===== src/hdl/rpcd_pkg.sv =====
// Shared types and constants for the RPC frame deframer.
package rpcd_pkg;

  localparam int unsigned HeaderBytes = 12;
  localparam int unsigned CountW      = 4;
  localparam logic [31:0] ReplyMethod = 32'hFFFF_FFFF;

  // Configuration register indexes
  localparam logic [1:0] CfgServerPresent = 2'd0;
  localparam logic [1:0] CfgClientPresent = 2'd1;
  localparam logic [1:0] CfgMethodCount   = 2'd2;

  typedef enum logic [1:0] {
    KindRequest = 2'd0,
    KindReply   = 2'd1,
    KindPayload = 2'd2,
    KindError   = 2'd3
  } kind_e;

  // One result item
  typedef struct packed {
    kind_e       kind;
    logic [31:0] method_num;
    logic [31:0] payload_length;
    logic [31:0] request_tag;
    logic [7:0]  payload_byte;
    logic        last_of_frame;
  } result_t;

  // Configuration register contents
  typedef struct packed {
    logic        server_present;
    logic        client_present;
    logic [31:0] method_count;
  } cfg_t;

endpackage


===== src/hdl/rpcd_parse.sv =====
// Frame parser: header assembly, frame classification and payload count.
module rpcd_parse (
  input  logic             clk_i,
  input  logic             rst_ni,
  input  rpcd_pkg::cfg_t   cfg_i,
  input  logic             accept_i,
  input  logic [7:0]       byte_i,
  output logic             res_valid_o,
  output rpcd_pkg::result_t res_o
);
  import rpcd_pkg::*;

  typedef enum logic [1:0] {
    PhHeader  = 2'd0,
    PhPayload = 2'd1,
    PhFailed  = 2'd2
  } phase_e;

  phase_e              phase_q, phase_d;
  logic [CountW-1:0]   count_q, count_d;
  logic [31:0]         method_q, method_d;
  logic [31:0]         length_q, length_d;
  logic [31:0]         id_q, id_d;
  logic [31:0]         remain_q, remain_d;
  logic [1:0]          lane;
  logic                hdr_done;
  logic                is_reply;
  logic                frame_ok;

  assign lane     = count_q[1:0];
  assign hdr_done = (count_q == CountW'(HeaderBytes - 1));
  assign is_reply = (method_q == ReplyMethod);
  assign frame_ok = is_reply ? cfg_i.client_present
                             : (cfg_i.server_present && (method_q < cfg_i.method_count));

  // Next state and result for the incoming byte
  always_comb begin
    phase_d     = phase_q;
    count_d     = count_q;
    method_d    = method_q;
    length_d    = length_q;
    id_d        = id_q;
    remain_d    = remain_q;
    res_valid_o = 1'b0;
    res_o.kind           = KindPayload;
    res_o.payload_byte   = 8'd0;
    res_o.last_of_frame  = 1'b0;

    case (phase_q)
      PhHeader: begin
        if (count_q < CountW'(4)) begin
          method_d[lane*8 +: 8] = byte_i;
        end else if (count_q < CountW'(8)) begin
          length_d[lane*8 +: 8] = byte_i;
        end else begin
          id_d[lane*8 +: 8] = byte_i;
        end
        count_d = count_q + CountW'(1);
        if (hdr_done) begin
          count_d     = '0;
          res_valid_o = 1'b1;
          if (!frame_ok) begin
            phase_d    = PhFailed;
            res_o.kind = KindError;
          end else begin
            res_o.kind = is_reply ? KindReply : KindRequest;
            if (length_q == 32'd0) begin
              phase_d             = PhHeader;
              res_o.last_of_frame = 1'b1;
            end else begin
              phase_d  = PhPayload;
              remain_d = length_q;
            end
          end
        end
      end
      PhPayload: begin
        res_valid_o         = 1'b1;
        res_o.kind          = KindPayload;
        res_o.payload_byte  = byte_i;
        res_o.last_of_frame = (remain_q <= 32'd1);
        if (remain_q <= 32'd1) begin
          remain_d = '0;
          phase_d  = PhHeader;
          count_d  = '0;
        end else begin
          remain_d = remain_q - 32'd1;
        end
      end
      default: begin
        // failed: drop everything
        res_valid_o = 1'b0;
      end
    endcase

    // only the request id byte can change on the last header byte
    res_o.method_num     = method_q;
    res_o.payload_length = length_q;
    res_o.request_tag    = id_d;
  end

  // State registers
  always_ff @(posedge clk_i or negedge rst_ni) begin
    if (!rst_ni) begin
      phase_q  <= PhHeader;
      count_q  <= '0;
      method_q <= '0;
      length_q <= '0;
      id_q     <= '0;
      remain_q <= '0;
    end else if (accept_i) begin
      phase_q  <= phase_d;
      count_q  <= count_d;
      method_q <= method_d;
      length_q <= length_d;
      id_q     <= id_d;
      remain_q <= remain_d;
    end
  end

endmodule


===== src/hdl/rpc_frame_deframer.sv =====
// Top level of the RPC frame deframer: config registers, parser and output buffering.
// A result is registered in the output stage, or in the skid stage while the
// output is stalled; a full skid stage holds the slave side not ready. One byte
// per cycle otherwise; the parser's next state is a single counter/compare step.
// Reset (asynchronous, active low): header phase, counts cleared, server and client
// present, method count zero; no request in flight.
module rpc_frame_deframer (
  input  logic          clk_i,
  input  logic          rst_ni,
  // configuration write port
  input  logic          cfg_we_i,
  input  logic [1:0]    cfg_idx_i,
  input  logic [31:0]   cfg_data_i,
  // slave side
  input  logic          s_axis_tvalid,
  output logic          s_axis_tready,
  input  logic [7:0]    s_axis_tdata,   // [7:0] byte_in
  // master side
  output logic          m_axis_tvalid,
  input  logic          m_axis_tready,
  output logic [103:0]  m_axis_tdata,   // [31:0] method_num, [63:32] payload_length,
                                        // [95:64] request_tag, [103:96] payload_byte
  output logic [1:0]    m_axis_tuser,   // [1:0] result_kind
  output logic          m_axis_tlast    // last_of_frame
);
  import rpcd_pkg::*;

  cfg_t    cfg_q;
  logic    accept;
  logic    res_valid;
  result_t res;
  logic    out_valid_q, skid_valid_q;
  result_t out_q, skid_q;
  logic    out_take;

  // Configuration registers
  always_ff @(posedge clk_i or negedge rst_ni) begin
    if (!rst_ni) begin
      cfg_q.server_present <= 1'b1;
      cfg_q.client_present <= 1'b1;
      cfg_q.method_count   <= '0;
    end else if (cfg_we_i) begin
      case (cfg_idx_i)
        CfgServerPresent: cfg_q.server_present <= cfg_data_i[0];
        CfgClientPresent: cfg_q.client_present <= cfg_data_i[0];
        CfgMethodCount:   cfg_q.method_count   <= cfg_data_i;
        default: ;
      endcase
    end
  end

  assign s_axis_tready = !skid_valid_q;
  assign accept        = s_axis_tvalid && s_axis_tready;
  assign out_take      = out_valid_q && m_axis_tready;

  rpcd_parse u_parse (
    .clk_i       (clk_i),
    .rst_ni      (rst_ni),
    .cfg_i       (cfg_q),
    .accept_i    (accept),
    .byte_i      (s_axis_tdata),
    .res_valid_o (res_valid),
    .res_o       (res)
  );

  // Output register with skid stage
  always_ff @(posedge clk_i or negedge rst_ni) begin
    if (!rst_ni) begin
      out_valid_q  <= 1'b0;
      skid_valid_q <= 1'b0;
    end else begin
      if (skid_valid_q) begin
        if (!out_valid_q || out_take) begin
          out_valid_q  <= 1'b1;
          skid_valid_q <= 1'b0;
        end
      end else if (accept && res_valid) begin
        if (!out_valid_q || out_take) begin
          out_valid_q <= 1'b1;
        end else begin
          skid_valid_q <= 1'b1;
        end
      end else if (out_take) begin
        out_valid_q <= 1'b0;
      end
    end
  end

  // Payload of the output and skid stages
  always_ff @(posedge clk_i) begin
    if (skid_valid_q) begin
      if (!out_valid_q || out_take) begin
        out_q <= skid_q;
      end
    end else if (accept && res_valid) begin
      if (!out_valid_q || out_take) begin
        out_q <= res;
      end else begin
        skid_q <= res;
      end
    end
  end

  assign m_axis_tvalid = out_valid_q;
  assign m_axis_tdata  = {out_q.payload_byte, out_q.request_tag,
                          out_q.payload_length, out_q.method_num};
  assign m_axis_tuser  = out_q.kind;
  assign m_axis_tlast  = out_q.last_of_frame;

endmodule

===== config.mk =====
export PLATFORM = sky130hd
export DESIGN_NAME = rpc_frame_deframer
export DESIGN_NICKNAME = d
export VERILOG_FILES = /design/src/hdl/rpcd_pkg.sv /design/src/hdl/rpcd_parse.sv /design/src/hdl/rpc_frame_deframer.sv
export SDC_FILE = /design/constraint.sdc
export NUM_CORES = 1
export LEC_CHECK = 0
export ABC_AREA = 0
export BUFFER_PORTS_ARGS = -buffer_cell sky130_fd_sc_hd__buf_2
export CAP_MARGIN = 20
export CORE_UTILIZATION = 50
export DETAILED_ROUTE_END_ITERATION = 10
export PLACE_DENSITY = 0.69
export SETUP_SLACK_MARGIN = 0.5
export SLEW_MARGIN = 20
export SYNTH_ARGS = -nofsm -noshare
export SYNTH_HDL_FRONTEND = slang
export SYNTH_SLANG_ARGS = --single-unit

===== constraint.sdc =====
create_clock -name clk_i -period 18.7 [get_ports clk_i]
set_input_delay 0.935 -clock clk_i [delete_from_list [all_inputs] [get_ports clk_i]]
set_output_delay 0.935 -clock clk_i [all_outputs]
set_load 0.1 [all_outputs]

After elaboration in Yosys (flattened, before gate mapping). Cells that the tools add are included.

Add/sub/neg operators: 3. Order comparisons: 4. Eq/ne operators: 9. Shifts and indexed selects: 2. Multiplexer cells: 42. Bitwise operators: 3. Reductions and logical operators: 23.

Operators by type and width (number): two-way mux 107 bit (4); two-way mux 32 bit (7); bitwise mux 32 bit (3); one-hot mux 32 bit (2 select lines) (1); negation 5 -> 34 bit (1); variable shift 8 x 34 -> 32 bit (first input constant) (1); variable part select 8 x 34 -> 32 bit (1); equality test 32 bit (second input constant) (1); less-or-equal comparator 32 x 1 -> 1 bit (second input constant) (1); zero test 32 bit (1); less-than comparator 32 bit (1); subtractor 32 x 1 -> 32 bit (second input constant) (1); two-way mux 1 bit (14); two-way mux 2 bit (6); AND reduction 3 bit (3); two-way mux 4 bit (2); two-way mux 8 bit (1); one-hot mux 4 bit (2 select lines) (1); AND reduction 2 bit (4); AND reduction 4 bit (2); inequality test 2 x 1 -> 1 bit (second input constant) (3); AND reduction 5 bit (1); adder 4 x 1 -> 4 bit (second input constant) (1); equality test 2 x 1 -> 1 bit (second input constant) (2); 14 further kinds (23).

Register bits: 384. Output and inout port bits: 109. Word-level logic and storage cells: 109.

Longest topological paths before layout.
Word-level depth: 9. Depth in mapped cells: 12. Gate-level depth less buffers: 10.

By module. A second synthesis with hierarchy kept.

Cell total of the unflattened synthesis: 1260. Area, all modules: 16636.0 µm².

Modules (own cells, without submodules): rpc_frame_deframer (instances 1, cells each 418, area an instance 9228.9 µm²); rpcd_parse (instances 1, cells each 842, area an instance 7407.1 µm²).

Worst setup path before layout. OpenSTA, ideal clock, no wires.

Path type: in2reg. Start point: input s_axis_tvalid. End point: register skid_q[0] (netlist name) (enable). Arrival time: 11.454 ns. Required time: 17.864 ns. Path slack: 6.410 ns. Cell stages on the path: 3. Path buffers: 1. Cells stage by stage: nand2_1 -> clkbuf_1 -> nor4_1.

Cells in the longest elaborated chain, start to end: 3.

RTL lines: from (decl) (RTL line rpc_frame_deframer.sv:15) `input logic s_axis_tvalid,`; logical AND 1 bit (RTL line rpc_frame_deframer.sv:53) `assign accept = s_axis_tvalid && s_axis_tready;`; logical AND 1 bit (RTL line rpc_frame_deframer.sv:95) `end else if (accept && res_valid) begin`; AND reduction 3 bit (no source line); to (signal assigned) (RTL line rpc_frame_deframer.sv:99) `skid_q <= res;`; to (decl) (RTL line rpc_frame_deframer.sv:33) `result_t out_q, skid_q;`.

Every way passes these cells. A chain may end at the register's enable or synchronous reset.

Final worst setup path.
Start point: register u_parse.count_q[0]. End point: register out_q (netlist bit m_axis_tdata[76]) (enable).

Cells in the longest elaborated chain, start to end: 6.

RTL lines: from (decl) (RTL line rpcd_parse.sv:20) `logic [CountW-1:0] count_q, count_d;`; from (signal assigned) (RTL line rpcd_parse.sv:113) `count_q <= count_d;`; equality test 4 bit (RTL line rpcd_parse.sv:31) `assign hdr_done = (count_q == CountW'(HeaderBytes - 1));`; two-way mux 1 bit (RTL line rpcd_parse.sv:59) `if (hdr_done) begin`; one-hot mux 1 bit (2 select lines) (RTL line rpcd_parse.sv:49) `case (phase_q)`; logical AND 1 bit (RTL line rpc_frame_deframer.sv:95); nonzero test 2 bit (no source line); AND reduction 2 bit (no source line); to (signal assigned) (RTL line rpc_frame_deframer.sv:93) `out_q <= skid_q;`; to (signal assigned) (RTL line rpc_frame_deframer.sv:97) `out_q <= res;`; to (decl) (RTL line rpc_frame_deframer.sv:33).

Every way passes these cells.

==> results.toml <==
[run_status]
outcome = "complete, no violations"

[timing]
worst_pin_slew_ns = 0.9034
finalMaxSlewViolations = 0
fin_skew_ns = 0.02518
rsz0062_at_grt = "false"
setup_viol = 0
maxSlewHeadroom_pct = 39.22
max_freq_ghz = 0.2893
final-hold-violation-count = 0
finalCritPeriodShare_pct = 18.49
fin_tns_setup_ns = 0
hold_ws_ns = 0.4847
period_needed_ns = 3.457

[global_route]
grt_usage_pct = 22.52
grt_overflow = 0
grt_pass1_vias = 10520
grt_start_max_net_pins = 88
grt_pass1_wl_um = 58190
grt_antenna_before_repair = 0

[cells_and_area]
final_common_cell = "edfxtp_1"
layout.filler_cells = 2587
area_growth_pct = 15.91
layout_common_cells = "edfxtp_1 (214), mux2_2 (171), dfrtp_1 (167), buf_2 (154), nand2_1 (140)"
nNetsFinal = 1481
antenna_cells = 0
drive_gt1_share_pct = 29.32
design_area_um2 = 18930

[cts]
clk_latency_ns = 0.54
cts_tree = "built"
path_clk_slew_ns = 0.06
h-tree-depth = 2
clock_path_buffers = 3
cts_resized = 0
cts-buffers-inserted = 40
cts_setup_buffers = 0
cts_root_buffer = "clkbuf_16"
holdBufCountCts = 0
cts.sinks = 384

[worst_setup_path]
crit_path_start_kind = "register"
arrival_ns = 3.60
cp_max_fo = 78
critPathCaptureType = "register"
max_stage_delay_ns = 0.67
crit_path_frequent_cell = "nor2_1"
critical_path.slowest_cell = "nor2b_4"
cp.required_ns = 18.84
cp_cell_sequence = "ha_1 -> inv_1 -> nor3b_1 -> nor2_1 -> nor2_1 -> a21oi_1 -> nor2b_4 -> buf_6"
path_class = "reg2reg"

[synthesis]
synth_edf_count = 214
ys_seq_area_share_pct = 65.41
avgSynthCellArea_um2 = 13.21
yosysTopAreaCell = "edfxtp_1"
yosys-top-cells-area = "edfxtp_1 (39%), dfrtp_1 (26%), mux2_2 (12%), o21ai_0 (3.6%), nand2_1 (3.2%)"
ys_seq_elements = 384
synth_top_area_share_pct = 39.34
synth_cell_type_count = 48
syn-instance-count = 1236
synthArstFlopShare_pct = 44.27
syn_nets = 1320
synth_area_um2 = 16330
ys_warn_count = 0
synth_flop_cell = "edfxtp_1"

[place]
placed_cell_area_um2 = 17590
io_buffers = 155
hpwl_um = 24050
gp_congestion = 0.8258

[floorplan]
fp.dieW_um = 182.7
initial_core_util_pct = 51.23
core-area_um2 = 31880
rows = 65
dieArea_um2 = 33390
fp.dieH_um = 182.7
io_pins = 156

[power]
comb_power_share_pct = 3.2
leakage_nw = 7.960
p_int_mw = 1.394
power_density_nw_per_um2 = 92.98
clock_power_share_pct = 45.1
irDropWorstVdd_mv = 0.06414
switching_share_pct = 20.79
switchingPower_mw = 0.3660
p_seq_share_pct = 51.7

[drt]
routed_via_density = 5.714
firstDrtPassIters = 5
drt_iter0_markers = 821
drc = 0
drt_wl_total_um = 36830
avgRoutedWirePerCell_um = 19.76
ant_nets = 0
dr_total_vias = 10650

[job]
maxCapViolCount = 0

[hold_path]
hp-class = "in2async"
## flip-flops by register name, indices dropped and copies added, names as in the netlist
| signal | flops |
|---|---|
| cfg_q | 34 |
| m_axis_tdata | 104 |
| m_axis_tlast | 1 |
| m_axis_tuser | 2 |
| m_axis_tvalid | 1 |
| skid_q | 107 |
| skid_valid_q | 1 |
| u_parse.count_q | 4 |
| u_parse.id_q | 32 |
| u_parse.length_q | 32 |
| u_parse.method_q | 32 |
| u_parse.phase_q | 2 |
| u_parse.remain_q | 32 |
## power by group through the flow
| stage | registers [mW] | logic, mW | clock network, mW |
|---|---|---|---|
| CTS | 0.910 | 0.0579 | 0.806 |
| detailed placement | 0.927 | 0.0572 | 0 |
| finish | 0.910 | 0.0569 | 0.793 |
| global placement | 0.926 | 0.0549 | 0 |
| floorplan | 0.923 | 0.0334 | 0 |
| global route | 0.911 | 0.0650 | 0.843 |
## cell families after synthesis
family / count (synthesis) / share of synthesized area, %
AOI/OAI and AO/OA: 248 / 8.947
and+or+nand+nor: 294 / 8.511
adders and majority gates: 37 / 2.834
DFF: 384 / 65.41
muxes: 171 / 11.79
buffers and inverters: 102 / 2.513
## worst paths after layout
kind,startpoint,end,slack [ns],cells past startpoint
max reg2reg,u_parse.count_q[0],m_axis_tdata[76],15.24,8
min in group clk_i,cfg_q[26],cfg_q[26],0.50,1
max in group asynchronous,rst_ni,skid_valid_q,16.86,2
min reg2reg,cfg_q[26],cfg_q[26],0.50,1
min,rst_ni,cfg_q[20],0.48,1
max,u_parse.count_q[0],m_axis_tdata[76],15.24,8
## worst max-delay path: cells and delay by family (launching register included)
family / cells / cell delay [ns]
DFF: 1 / 0.49
and+or+nand+nor: 4 / 1.26
buffers and inverters: 2 / 0.72
AOI/OAI and AO/OA: 1 / 0.14
adders and majority gates: 1 / 0.29
## cell usage after synthesis (2+ instances only)
master and number:
a211oi_1 3, a21o_1 2, a21oi_1 48, a22oi_1 8, a31oi_1 4, a32o_1 24, a32oi_1 9, and2_1 2
and3_1 12, buf_1 5, buf_6 3, clkbuf_1 43, dfrtp_1 168, dfstp_2 2, edfxtp_1 214, ha_1 37
inv_1 48, mux2_2 171, nand2_1 140, nand2b_1 3, nand3_1 7, nand3b_1 3, nand4_1 14, nand4b_1 2
nor2_1 43, nor2b_1 4, nor3_1 24, nor3b_1 6, nor4_1 23, o21ai_0 119, o21ai_1 20, o22ai_1 4
o31ai_1 2, or3_1 4, or4_4 2
## metrics by stage
| step | cells | setup slack, ns | total power [mW] | utilization [%] |
|---|---|---|---|---|
| final | 1864 | 15.24 | 1.760 | 59.38 |
| after detailed placement | 1790 | 15.01 | 0.9839 | 55.18 |
| after CTS | 1864 | 14.99 | 1.774 | 59.36 |
| after global routing | 1864 | 15.03 | 1.819 | 59.38 |
| after floorplan | 1236 | 6.410 | 0.9568 | - |
| after global placement | 1790 | 15.10 | 0.9812 | 55.18 |
## final cells by class
type	instances	area, um2	share of cell area [%]
clock inverter	20	165.2	0.8724
tap	435	544.3	2.875
multi-input combinational	750	5270	27.84
timing repair buffer	172	917.1	4.844
inverter	49	183.9	0.9715
clock buffer	54	1167	6.166
sequential	384	10680	56.43
## per-layer routing
metal | vias up | wire length [um] | track usage (%)
met5 | - | 0 | 0
met3 | 74 | 2053 | 3.674
li1 | 4935 | - | -
met4 | 0 | 949 | 7.361
met2 | 376 | 16990 | 35.56
met1 | 5266 | 16830 | 31.97
(Power assumes the default switching activity.)
